--- src/rtl/motion_delta_rescale_with_remainder_assert.svh ---
// Assertion macros for the motion delta rescaler.
// Included by the top level; relies on clk and rst_n in the including scope.
`ifndef MOTION_DELTA_RESCALE_WITH_REMAINDER_ASSERT_SVH
`define MOTION_DELTA_RESCALE_WITH_REMAINDER_ASSERT_SVH

// Same-cycle implication, checked outside reset.
`define MDRR_ASSERT_NOW(label, ante, cons, msg) \
  label: assert property (@(posedge clk) disable iff (!rst_n) (ante) |-> (cons)) \
    else $error(msg);

// Next-cycle implication, checked outside reset.
`define MDRR_ASSERT_NEXT(label, ante, cons, msg) \
  label: assert property (@(posedge clk) disable iff (!rst_n) (ante) |=> (cons)) \
    else $error(msg);

`endif

--- src/rtl/mdrr_pkg.sv ---
// Shared types and constants for the motion delta rescaler.
// No dependencies; used by mdrr_addsub, mdrr_core and the top level.
package mdrr_pkg;

  localparam int DELTA_W = 32;
  localparam int EXT_W   = 16;
  localparam int OUT_W   = 16;
  localparam int REM_W   = 17;
  localparam int ACC_W   = 49;
  localparam int MAG_W   = 48;
  localparam int CNT_W   = 6;

  localparam int PADDR_W = 3;
  localparam int PDATA_W = 32;

  localparam logic REG_REFERENCE_EXTENT = 1'b0;
  localparam logic REG_PRESENT_EXTENT   = 1'b1;

  localparam logic [OUT_W-1:0] SCALED_MAX = 16'h7FFF;
  localparam logic [OUT_W-1:0] SCALED_MIN = 16'h8000;

  typedef struct packed {
    logic             start;
    logic             take;
    logic [DELTA_W-1:0] delta;
    logic [EXT_W-1:0] ref_ext;
    logic [EXT_W-1:0] pres_ext;
  } core_cmd_t;

  typedef struct packed {
    logic             busy;
    logic             res_valid;
    logic [OUT_W-1:0] res;
  } core_stat_t;

endpackage

--- src/rtl/mdrr_addsub.sv ---
// Shared 49-bit adder/subtractor used for the multiply, sign-fold and divide steps.
// Depends on mdrr_pkg for the datapath width.
module mdrr_addsub (
  input  logic [mdrr_pkg::ACC_W-1:0] a,
  input  logic [mdrr_pkg::ACC_W-1:0] b,
  input  logic                       sub,
  output logic [mdrr_pkg::ACC_W-1:0] sum
);

  logic [mdrr_pkg::ACC_W-1:0] b_op;

  assign b_op = sub ? ~b : b;
  assign sum  = a + b_op + {{(mdrr_pkg::ACC_W-1){1'b0}}, sub};

endmodule

--- src/rtl/mdrr_core.sv ---
// Sequencer and datapath: shift-add multiply, sign fold, restoring divide,
// saturation and remainder carry. Depends on mdrr_pkg and mdrr_addsub.
module mdrr_core (
  input  logic                 clk,
  input  logic                 rst_n,
  input  mdrr_pkg::core_cmd_t  cmd,
  output mdrr_pkg::core_stat_t stat
);

  localparam logic [2:0] ST_IDLE = 3'd0;
  localparam logic [2:0] ST_MUL  = 3'd1;
  localparam logic [2:0] ST_ABS  = 3'd2;
  localparam logic [2:0] ST_DIV  = 3'd3;
  localparam logic [2:0] ST_SAT  = 3'd4;
  localparam logic [2:0] ST_FIN  = 3'd5;

  localparam int AW = mdrr_pkg::ACC_W;
  localparam int RW = mdrr_pkg::REM_W;
  localparam int EW = mdrr_pkg::EXT_W;
  localparam int OW = mdrr_pkg::OUT_W;
  localparam int MW = mdrr_pkg::MAG_W;
  localparam int CW = mdrr_pkg::CNT_W;

  logic [2:0]    state_r, state_nxt;
  logic [CW-1:0] cnt_r, cnt_nxt;
  logic [AW-1:0] acc_r, acc_nxt;
  logic [AW-1:0] mcand_r, mcand_nxt;
  logic [EW-1:0] mplier_r, mplier_nxt;
  logic [EW-1:0] div_r, div_nxt;
  logic [RW-1:0] rem_r, rem_nxt;
  logic          neg_r, neg_nxt;
  logic [OW-1:0] res_r, res_nxt;
  logic [RW-1:0] crem_r, crem_nxt;

  logic [AW-1:0] alu_a, alu_b, alu_sum;
  logic          alu_sub;

  logic [RW-1:0] div_win;
  logic          div_take;
  logic [MW-1:0] quo;
  logic          big_pos, big_neg;

  mdrr_addsub u_addsub (
    .a   (alu_a),
    .b   (alu_b),
    .sub (alu_sub),
    .sum (alu_sum)
  );

  assign div_win  = {rem_r[RW-2:0], acc_r[MW-1]};
  assign div_take = ~alu_sum[AW-1];
  assign quo      = acc_r[MW-1:0];
  assign big_pos  = |quo[MW-1:OW-1];
  assign big_neg  = (|quo[MW-1:OW]) | (quo[OW-1] & (|quo[OW-2:0]));

  always_comb begin
    state_nxt  = state_r;
    cnt_nxt    = cnt_r;
    acc_nxt    = acc_r;
    mcand_nxt  = mcand_r;
    mplier_nxt = mplier_r;
    div_nxt    = div_r;
    rem_nxt    = rem_r;
    neg_nxt    = neg_r;
    res_nxt    = res_r;
    crem_nxt   = crem_r;
    alu_a      = acc_r;
    alu_b      = '0;
    alu_sub    = 1'b0;

    case (state_r)
      ST_IDLE: begin
        if (cmd.start) begin
          if ((cmd.ref_ext == '0) || (cmd.pres_ext == '0)) begin
            // disabled scaling: zero result, remainder untouched
            res_nxt   = '0;
            state_nxt = ST_FIN;
          end else begin
            acc_nxt    = {{(AW-RW){crem_r[RW-1]}}, crem_r};
            mcand_nxt  = {{(AW-mdrr_pkg::DELTA_W){cmd.delta[mdrr_pkg::DELTA_W-1]}},
                          cmd.delta};
            mplier_nxt = cmd.ref_ext;
            div_nxt    = cmd.pres_ext;
            cnt_nxt    = CW'(EW - 1);
            state_nxt  = ST_MUL;
          end
        end
      end
      ST_MUL: begin
        alu_a      = acc_r;
        alu_b      = mcand_r & {AW{mplier_r[0]}};
        acc_nxt    = alu_sum;
        mcand_nxt  = {mcand_r[AW-2:0], 1'b0};
        mplier_nxt = {1'b0, mplier_r[EW-1:1]};
        cnt_nxt    = cnt_r - 1'b1;
        if (cnt_r == '0) begin
          state_nxt = ST_ABS;
        end
      end
      ST_ABS: begin
        // fold the dividend to its magnitude, keep the sign
        alu_a   = '0;
        alu_b   = acc_r;
        alu_sub = 1'b1;
        neg_nxt = acc_r[AW-1];
        if (acc_r[AW-1]) begin
          acc_nxt = alu_sum;
        end
        rem_nxt   = '0;
        cnt_nxt   = CW'(MW - 1);
        state_nxt = ST_DIV;
      end
      ST_DIV: begin
        alu_a   = {{(AW-RW){1'b0}}, div_win};
        alu_b   = {{(AW-EW){1'b0}}, div_r};
        alu_sub = 1'b1;
        rem_nxt = div_take ? alu_sum[RW-1:0] : div_win;
        acc_nxt = {1'b0, acc_r[MW-2:0], div_take};
        cnt_nxt = cnt_r - 1'b1;
        if (cnt_r == '0) begin
          state_nxt = ST_SAT;
        end
      end
      ST_SAT: begin
        if (neg_r) begin
          res_nxt  = big_neg ? mdrr_pkg::SCALED_MIN : (~quo[OW-1:0] + 1'b1);
          crem_nxt = ~rem_r + 1'b1;
        end else begin
          res_nxt  = big_pos ? mdrr_pkg::SCALED_MAX : quo[OW-1:0];
          crem_nxt = rem_r;
        end
        state_nxt = ST_FIN;
      end
      ST_FIN: begin
        if (cmd.take) begin
          state_nxt = ST_IDLE;
        end
      end
      default: begin
        state_nxt = ST_IDLE;
      end
    endcase
  end

  always_ff @(posedge clk) begin
    if (!rst_n) begin
      state_r <= ST_IDLE;
      crem_r  <= '0;
    end else begin
      state_r <= state_nxt;
      crem_r  <= crem_nxt;
    end
  end

  always_ff @(posedge clk) begin
    cnt_r    <= cnt_nxt;
    acc_r    <= acc_nxt;
    mcand_r  <= mcand_nxt;
    mplier_r <= mplier_nxt;
    div_r    <= div_nxt;
    rem_r    <= rem_nxt;
    neg_r    <= neg_nxt;
    res_r    <= res_nxt;
  end

  assign stat.busy      = (state_r != ST_IDLE);
  assign stat.res_valid = (state_r == ST_FIN);
  assign stat.res       = res_r;

endmodule

--- src/rtl/motion_delta_rescale_with_remainder.sv ---
// Each beat steps through multiply, sign fold, divide and saturate, then hands off
// into the output register; an extent at zero skips straight to the handoff. No new
// beat is taken until the last one is handed off, and the multiply, sign fold and divide
// share the single 49-bit adder; a stalled output beat holds off the input.
// Reset (synchronous, active low): both extents to 1, carried remainder to 0,
// no output pending.
module motion_delta_rescale_with_remainder (
  input  logic                          clk,
  input  logic                          rst_n,
  input  logic                          in_valid,
  output logic                          in_stall,
  input  logic [mdrr_pkg::DELTA_W-1:0]  in_motion_delta,
  output logic                          out_valid,
  input  logic                          out_stall,
  output logic [mdrr_pkg::OUT_W-1:0]    out_scaled_delta,
  input  logic                          psel,
  input  logic                          penable,
  input  logic                          pwrite,
  input  logic [mdrr_pkg::PADDR_W-1:0]  paddr,
  input  logic [mdrr_pkg::PDATA_W-1:0]  pwdata,
  output logic [mdrr_pkg::PDATA_W-1:0]  prdata,
  output logic                          pready
);

`include "motion_delta_rescale_with_remainder_assert.svh"

  localparam int EW = mdrr_pkg::EXT_W;

  logic [EW-1:0]             ref_ext_r, ref_ext_nxt;
  logic [EW-1:0]             pres_ext_r, pres_ext_nxt;
  logic                      out_valid_r, out_valid_nxt;
  logic [mdrr_pkg::OUT_W-1:0] out_data_r, out_data_nxt;

  logic                      reg_wr;
  logic                      reg_idx;
  logic                      out_free;

  mdrr_pkg::core_cmd_t  cmd;
  mdrr_pkg::core_stat_t stat;

  mdrr_core u_core (
    .clk   (clk),
    .rst_n (rst_n),
    .cmd   (cmd),
    .stat  (stat)
  );

  assign pready  = 1'b1;
  assign reg_wr  = psel & penable & pwrite & pready;
  assign reg_idx = paddr[2];

  always_comb begin
    ref_ext_nxt  = ref_ext_r;
    pres_ext_nxt = pres_ext_r;
    if (reg_wr) begin
      case (reg_idx)
        mdrr_pkg::REG_REFERENCE_EXTENT: ref_ext_nxt  = pwdata[EW-1:0];
        mdrr_pkg::REG_PRESENT_EXTENT:   pres_ext_nxt = pwdata[EW-1:0];
        default: ;
      endcase
    end
  end

  always_comb begin
    case (reg_idx)
      mdrr_pkg::REG_REFERENCE_EXTENT: prdata = {{(mdrr_pkg::PDATA_W-EW){1'b0}}, ref_ext_r};
      mdrr_pkg::REG_PRESENT_EXTENT:   prdata = {{(mdrr_pkg::PDATA_W-EW){1'b0}}, pres_ext_r};
      default:                        prdata = '0;
    endcase
  end

  // output register frees up when empty or its beat is taken this cycle
  assign out_free = ~out_valid_r | ~out_stall;

  assign in_stall     = stat.busy;
  assign cmd.start    = in_valid & ~stat.busy;
  assign cmd.take     = stat.res_valid & out_free;
  assign cmd.delta    = in_motion_delta;
  assign cmd.ref_ext  = ref_ext_r;
  assign cmd.pres_ext = pres_ext_r;

  always_comb begin
    out_valid_nxt = out_valid_r;
    out_data_nxt  = out_data_r;
    if (out_free) begin
      out_valid_nxt = stat.res_valid;
      out_data_nxt  = stat.res;
    end
  end

  always_ff @(posedge clk) begin
    if (!rst_n) begin
      ref_ext_r   <= {{(EW-1){1'b0}}, 1'b1};
      pres_ext_r  <= {{(EW-1){1'b0}}, 1'b1};
      out_valid_r <= 1'b0;
    end else begin
      ref_ext_r   <= ref_ext_nxt;
      pres_ext_r  <= pres_ext_nxt;
      out_valid_r <= out_valid_nxt;
    end
  end

  always_ff @(posedge clk) begin
    out_data_r <= out_data_nxt;
  end

  assign out_valid        = out_valid_r;
  assign out_scaled_delta = out_data_r;

  `MDRR_ASSERT_NEXT(a_busy_after_accept, in_valid && !in_stall, in_stall,
    "core not busy after an accepted beat")
  `MDRR_ASSERT_NEXT(a_result_lands, stat.res_valid && out_free, out_valid,
    "finished result did not reach the output register")
  `MDRR_ASSERT_NOW(a_idle_no_result, !in_stall, !stat.res_valid,
    "idle core still shows a pending result")

endmodule

--- config.mk ---
export PLATFORM = sky130hd
export DESIGN_NAME = motion_delta_rescale_with_remainder
export DESIGN_NICKNAME = d
export VERILOG_FILES = /design/src/rtl/mdrr_pkg.sv /design/src/rtl/mdrr_addsub.sv /design/src/rtl/mdrr_core.sv /design/src/rtl/motion_delta_rescale_with_remainder.sv
export VERILOG_INCLUDE_DIRS = /design/src /design/src/rtl
export SDC_FILE = /design/constraint.sdc
export NUM_CORES = 1
export LEC_CHECK = 0
export ABC_CLOCK_PERIOD_IN_PS = 14200
export BUFFER_PORTS_ARGS = -buffer_cell sky130_fd_sc_hd__buf_2
export CAP_MARGIN = 0
export CORE_UTILIZATION = 58
export CTS_BUF_LIST = sky130_fd_sc_hd__clkbuf_4
export DETAILED_ROUTE_END_ITERATION = 16
export PLACE_DENSITY = 0.85
export SYNTH_ARGS = -nofsm -noshare
export SYNTH_HDL_FRONTEND = slang
export SYNTH_SLANG_ARGS = --single-unit
--- constraint.sdc ---
create_clock -name clk -period 14.2 [get_ports clk]
set_input_delay 2.13 -clock clk [delete_from_list [all_inputs] [get_ports clk]]
set_output_delay 2.13 -clock clk [all_outputs]
set_load 0.05 [all_outputs]
==> results of run 1 <==
## layer usage
layer	vias up	track usage (%)	part of all wire, %
met5	-	0	0.034
met4	2	10.8	3.0
met3	89	4.44	9.3
met2	650	45.2	45
met1	5963	41.4	43
li1	5965	-	-
## metrics by stage
step           power, W  instance area (µm²)  util, %
4_1_cts         0.00188                16400     64.8
2_1_floorplan   0.00118                15100        -
3_3_place_gp    0.00127                15600     61.7
5_1_grt         0.00196                16400     64.8
6_report        0.00188                16400     64.8
3_5_place_dp    0.00129                15600     61.7
## report_power, final
part	internal, W	switching, W
combinational	0.000149	0.000244
clock	0.000303	0.000291
sequential	0.000829	0.0000633
## critical path, cell delays in order, from the launching register on
cell and delay, ns:
dfxtp_2 0.71, buf_4 0.59, and2_2 0.62, buf_4 0.59
a22o_1 0.23, ha_1 0.28, nand2_1 0.13, nor3_1 0.07
or4_1 0.47, o221ai_1 0.56, o211ai_1 0.19, a21oi_1 0.36
o311a_1 0.19, buf_4 0.34, xnor2_1 0.13, a21o_1 0.17
## layout make-up
type                            instances  area (µm²)  share of cell area, %
Antenna cell                            1        2.50                 0.0152
Clock buffer                           87         653                   3.98
Clock inverter                         26         140                  0.853
Inverter                               39         146                  0.891
Multi-Input combinational cell       1193        7850                   47.8
Sequential cell                       239        6650                   40.5
Tap cell                              330         413                   2.51
Timing Repair Buffer                  105         566                   3.44
## cells in the final DEF (no fill, tap or decap), drive strengths merged, types with 6 or more instances in the layout
cell / netlist / final
nand2: 159 / 159
nor4: 17 / 17
o21ai: 101 / 101
o31ai: 19 / 19
xnor2: 37 / 37
o21bai: 11 / 11
clkbuf: 98 / 87
a22oi: 16 / 16
nor2b: 42 / 42
a31oi: 13 / 13
nand2b: 9 / 9
or3: 14 / 14
nor3: 17 / 17
edfxtp: 186 / 186
a22o: 23 / 23
ha: 51 / 51
and3: 10 / 10
mux2: 63 / 63
a21boi: 37 / 37
dfxtp: 53 / 53
a21oi: 140 / 140
or3b: 7 / 7
mux2i: 20 / 20
clkinv: 0 / 23
o211a: 12 / 12
buf: 25 / 105
nand4: 21 / 21
o211ai: 9 / 9
nand3: 37 / 37
and2: 41 / 41
conb: 2 / 17
o21a: 7 / 7
xor2: 25 / 25
o22ai: 6 / 6
inv: 39 / 41
a21o: 77 / 77
nor2: 81 / 81
## cells by family (layout without fill, tap and decap cells)
family | after synthesis | in the layout | synth area share [%]
muxes | 83 | 83 | 6.03
xor gates and xnor gates | 62 | 62 | 3.60
DFF | 239 | 239 | 44.1
other | 2 | 18 | 0.0498
AOI/OAI and AO/OA | 505 | 505 | 21.8
and+or+nand+nor | 474 | 474 | 15.6
adders and majority gates | 52 | 52 | 4.37
buffers and inverters | 162 | 257 | 4.46
## sequential cells by signal (all words and copies together) (netlist names)
| name | cells |
|---|---|
| pres_ext_r | 16 |
| u_core.crem_r | 17 |
| out_valid | 1 |
| u_core.mplier_r | 16 |
| out_scaled_delta | 16 |
| u_core.div_r | 16 |
| u_core.state_r | 3 |
| u_core.rem_r | 17 |
| u_core.mcand_r | 49 |
| u_core.cnt_r | 6 |
| u_core.neg_r | 1 |
| u_core.res_r | 16 |
| ref_ext_r | 16 |
| u_core.acc_r | 49 |
## how the worst max path moves through the flow
stage                                         startpoint                              end  slack, ns  depth (start not counted)
after detailed placement  u_core.state_r[0]$_SDFFE_PN0P_       u_core.acc_r[48]$_DFFE_PP_       8.40                         15
final                     u_core.state_r[0]$_SDFFE_PN0P_       u_core.acc_r[48]$_DFFE_PP_       8.25                         15
after global placement    u_core.state_r[0]$_SDFFE_PN0P_    u_core.rem_r[4]$_SDFFCE_PP0P_       8.44                         15
after global routing      u_core.state_r[0]$_SDFFE_PN0P_        u_core.acc_r[0]$_DFFE_PP_       7.97                         15
after floorplan                                 in_valid  u_core.mcand_r[0]$_SDFFCE_PP0P_       8.22                          2
after CTS                 u_core.state_r[0]$_SDFFE_PN0P_       u_core.acc_r[48]$_DFFE_PP_       8.36                         15
==> flow_summary_export.csv, run 1 <==
group,metric,value,unit
floorplanning,design.die.area,0.0266,mm²
clock_network,cts-resized-gates,0,
detailed_routing,drtIter0Drc,1213,
sta,fin_crit_sh,41.9,%
critical_path,crit_fanout,53,
yosys,synth_cell_types,70,
critical_path,worstSetupStartpointType,"flop",
clock_network,root_buffer,"clkbuf_4",
clock_network,htree_levels,2,
floorplanning,die_x,163,µm
placement,placed_cells,1906,
detailed_routing,wl_per_cell,19.2,µm
critical_path,r2r-start,"u_core.state_r[0]$_SDFFE_PN0P_",
yosys,ys_ff_latch,239,
yosys,synth_commonest_cells,"edfxtp_1, nand2_1, a21oi_1",
worst_hold_path,hold_end,"out_scaled_delta[13]$_DFFE_PP_",
clock_network,cts_max_path_buffers,3,
job,max-cap-violations,0,
yosys,yosysWarnings,0,
yosys,ys_top_cells_by_area,"edfxtp_1, dfxtp_1, mux2_2",
yosys,synth.most_common_cell,"edfxtp_1",
sta,finalSetupViolCount,0,
finish,nets,1765,
finish,area_delta_synth_final,8.94,%
placement,dp_hpwl,26500,µm
critical_path,cp.arrival,6.42,ns
detailed_routing,vias_per_cell,6.27,
global_routing,grt_pass1_vias,11919,
clock_network,hold_buffers,0,
critical_path,reg2reg_to,"u_core.acc_r[48]$_DFFE_PP_",
sta,layout_min_cycle_time,5.95,ns
yosys,synthArstFlopShare,0,%
worst_hold_path,hold_depth,0,
global_routing,grt-ovfl-total,0,
floorplanning,row_count,58,
detailed_routing,drtPass1Iterations,5,
critical_path,crit_required,14.68,ns
placement,place.gp.congestion,0.950,
clock_network,cts_num_sinks,239,
finish,final_cells,2020,
global_routing,grt_max_degree,80,
sta,tightest_slew,1.19,ns
detailed_routing,drc_errors,0,
yosys,synth_ff_type,"edfxtp_1",
critical_path,path_class,"reg2reg",
power,p_leak,6.83,nW
sta,fin_tns_setup,0,ns
clock_network,cts_setup_buffers,0,
clock_network,insertion_delay,0.72,ns
detailed_routing,num_vias,12669,
global_routing,track_usage,29.2,%
floorplanning,coreArea,0.0253,mm²
clock_network,cts_tree,"done",
floorplanning,die_height,163,µm
floorplanning,initial_utilization,59.5,%
yosys,synth_edf_count,186,
yosys,yosysTopAreaCell,"edfxtp_1",
global_routing,grt_pass1_wl,61900,µm
power,ir_drop,84.4,µV
global_routing,antenna_found_initial,2,
yosys,ys_seq_area_share,44.1,%
status,status,"finished clean",
finish,n_fill_cell,1989,
yosys,yosysTopAreaCellShare,37.1,%
sta,hold_viol,0,
sta,worst_hold_slack,0.414,ns
detailed_routing,ant_nets,0,
yosys,syn-mean-instance-area,9.55,µm²
sta,maxSlewViolCount,0,
worst_hold_path,min_path_type,"reg2reg",
detailed_routing,totalWireLength,38700,µm
worst_hold_path,hold_start,"u_core.res_r[13]$_SDFFCE_PN0P_",
yosys,syn_inst,1579,
critical_path,end_kind,"flop",
sta,clock_skew,0.0503,ns
critical_path,r2r_setup_slack,8.25,ns
sta,grt_setup_unrepaired,"false",
sta,finalWorstSetupSlack,8.25,ns
finish,drive_gt1_share,16.9,%
yosys,synth_area,0.0151,mm²
floorplanning,ioPinCount,125,
clock_network,cts_inserted_buffers,61,
placement,portBuffers,89,
sta,fmax,168,MHz
power,power.density,114,mW/mm²
clock_network,path_clk_slew,0.07,ns
placement,post-place-ws,8.40,ns
sta,relSlewSlack,20.5,%
critical_path,r2r_cells,15,
No activity file was read; power rests on OpenSTA's default activity.
==> run 2, diff against run 1 <==
--- a/config.mk
+++ b/config.mk
@@ -6,13 +6,13 @@
 export SDC_FILE = /design/constraint.sdc
 export NUM_CORES = 1
 export LEC_CHECK = 0
-export ABC_CLOCK_PERIOD_IN_PS = 14200
+export ABC_CLOCK_PERIOD_IN_PS = 5100
 export BUFFER_PORTS_ARGS = -buffer_cell sky130_fd_sc_hd__buf_2
 export CAP_MARGIN = 0
-export CORE_UTILIZATION = 58
+export CORE_UTILIZATION = 57
 export CTS_BUF_LIST = sky130_fd_sc_hd__clkbuf_4
 export DETAILED_ROUTE_END_ITERATION = 16
-export PLACE_DENSITY = 0.85
+export PLACE_DENSITY = 0.87
 export SYNTH_ARGS = -nofsm -noshare
 export SYNTH_HDL_FRONTEND = slang
 export SYNTH_SLANG_ARGS = --single-unit
==> constraint.sdc (replaced) <==
create_clock -name clk -period 5.1 [get_ports clk]
set_input_delay 0.765 -clock clk [delete_from_list [all_inputs] [get_ports clk]]
set_output_delay 0.765 -clock clk [all_outputs]
set_load 0.05 [all_outputs]
==> flow_summary_export.csv, run 2 (synthesized netlist as in run 1, its figures left out) <==
group,metric,value,unit
worst_hold_path,min_path_type,"in2reg",
critical_path,path_class,"reg2reg",
clock_network,root_buffer,"clkbuf_4",
power,power_frac_comb,21.1,%
critical_path,path_cells,"nand2b_1 -> inv_1 -> buf_4 -> nand2_1 -> buf_4 -> o22ai_1 -> ha_1 -> a21oi_1 -> o21ai_0 -> a211oi_1 -> o21ai_0 -> a21oi_1 -> o31ai_1 -> a31oi_1 -> xor2_1 -> o21ai_0",
sta,relSlewSlack,13.0,%
sta,fin_tns_setup,0,ns
global_routing,grt_util_met2,46.8,%
sta,finalSetupViolCount,0,
power,switching_share,31.5,%
clock_network,insertion_delay,0.73,ns
finish,drive_gt1_share,17.6,%
global_routing,track_usage,29.4,%
clock_network,hold_buffers,0,
detailed_routing,drtPass1Iterations,11,
clock_network,cts_setup_buffers,0,
placement,dp_hpwl,27000,µm
placement,place.gp.congestion,0.976,
finish,final_common_cell,"edfxtp_1",
sta,grt_setup_unrepaired,"false",
power,clockPowerShare,31.1,%
status,status,"finished with violations",
detailed_routing,drtIter0Drc,1118,
floorplanning,die_x,165,µm
sta,finalWorstSetupSlack,0.496,ns
critical_path,crit_fanout,14,
sta,maxSlewViolCount,0,
detailed_routing,num_vias,12797,
critical_path,end_kind,"flop",
global_routing,met3_usage,5.58,%
finish,n_fill_cell,2135,
critical_path,crit_required,5.50,ns
critical_path,worstSetupStartpointType,"flop",
detailed_routing,wl_per_cell,19.4,µm
detailed_routing,totalWireLength,39500,µm
clock_network,cts_num_sinks,239,
status,violations,"DRC",
placement,post-place-ws,0.694,ns
global_routing,grt-ovfl-total,0,
finish,top_regs,"u_core.acc_r (49), u_core.mcand_r (49)",
power,p_leak,6.89,nW
power,power.density,314,mW/mm²
global_routing,grt_pass1_vias,12203,
critical_path,crit_top_cell,"o21ai_0",
global_routing,grt_max_degree,71,
global_routing,grt_pass1_wl,62700,µm
clock_network,cts-resized-gates,0,
finish,layout_common_cells,"edfxtp_1, nand2_1, a21oi_1",
floorplanning,initial_utilization,58.0,%
finish,area_delta_synth_final,9.45,%
finish,multi_input_area,0.00785,mm²
clock_network,cts_inserted_buffers,60,
floorplanning,ioPinCount,125,
job,max-cap-violations,0,
clock_network,htree_levels,2,
global_routing,top_usage_layer,"met2",
detailed_routing,drc_errors,2,
global_routing,gr-usage-met1,39.4,%
global_routing,antenna_found_initial,1,
placement,portBuffers,89,
floorplanning,design.die.area,0.0271,mm²
detailed_routing,ant_nets,0,
critical_path,cp_slowest_cell,"dfxtp_2",
critical_path,cp.arrival,5.01,ns
critical_path,crit_family,"compound AO/OA/AOI/OAI gates",
sta,clock_skew,0.0482,ns
clock_network,cts_tree,"done",
clock_network,cts_max_path_buffers,3,
critical_path,critical_path.max_stage_delay,0.54,ns
floorplanning,die_height,165,µm
floorplanning,coreArea,0.0260,mm²
critical_path,cp_num_buf_inv,3,
sta,layout_min_cycle_time,4.60,ns
power,switchingPower,0.00163,W
sta,tightest_slew,1.30,ns
detailed_routing,vias_per_cell,6.30,
finish,nets,1775,
finish,register_area,0.00665,mm²
power,pwr-share-seq,47.8,%
sta,hold_viol,0,
clock_network,path_clk_slew,0.07,ns
power,ir_drop,228,µV
sta,fin_crit_sh,90.3,%
sta,fmax,217,MHz
power,intPower,0.00355,W
floorplanning,row_count,59,
run 2: stage by stage:
step | cell area, µm² | hold slack (ns) | total power [W] | instances | util [%]
after CTS | 16500 | 0.252 | 0.00518 | 2031 | 63.5
final | 16500 | 0.288 | 0.00518 | 2032 | 63.5
after floorplan | 15100 | 0.400 | 0.00327 | 1594 | -
after global routing | 16500 | 0.271 | 0.00542 | 2032 | 63.5
after global placement | 15700 | 0.402 | 0.00354 | 1922 | 60.5
after detailed placement | 15700 | 0.405 | 0.00357 | 1922 | 60.5
run 2: worst min-delay path: cells and delay by family:
kind	cells	cell delay [ns]
AND/OR/NAND/NOR	2	0.11
buffers and inverters	1	0.10
run 2: final timing paths:
path         slack, ns                           start                             to  cells after the start
min reg2reg       0.42   u_core.res_r[3]$_SDFFCE_PN0P_  out_scaled_delta[3]$_DFFE_PP_                      0
min               0.29                       pwdata[0]     pres_ext_r[0]$_SDFFE_PN1P_                      3
max               0.50  u_core.state_r[1]$_SDFFE_PN0P_     u_core.acc_r[35]$_DFFE_PP_                     16
max reg2reg       0.50  u_core.state_r[1]$_SDFFE_PN0P_     u_core.acc_r[35]$_DFFE_PP_                     16
run 2: layout make-up:
class | instances | share of cell area [%]
Tap cell | 335 | 2.54
Clock buffer | 92 | 4.19
Clock inverter | 17 | 0.470
Sequential cell | 239 | 40.3
Multi-Input combinational cell | 1193 | 47.6
Timing Repair Buffer | 116 | 4.00
Antenna cell | 1 | 0.0152
Inverter | 39 | 0.887
run 2: metal layers:
metal	wire length, µm	vias up
li1	-	5977
met1	16400	6055
met2	17900	674
met5	0	-
met4	1390	0
met3	3790	91
run 2: power groups by stage:
| stage | clock (W) | combinational, W | sequential, W |
|---|---|---|---|
| final | 0.00161 | 0.00109 | 0.00247 |
| after global routing | 0.00175 | 0.00119 | 0.00249 |
| after global placement | 0 | 0.00104 | 0.00250 |
| after CTS | 0.00164 | 0.00107 | 0.00246 |
| after detailed placement | 0 | 0.00106 | 0.00251 |
| after floorplan | 0 | 0.000826 | 0.00245 |
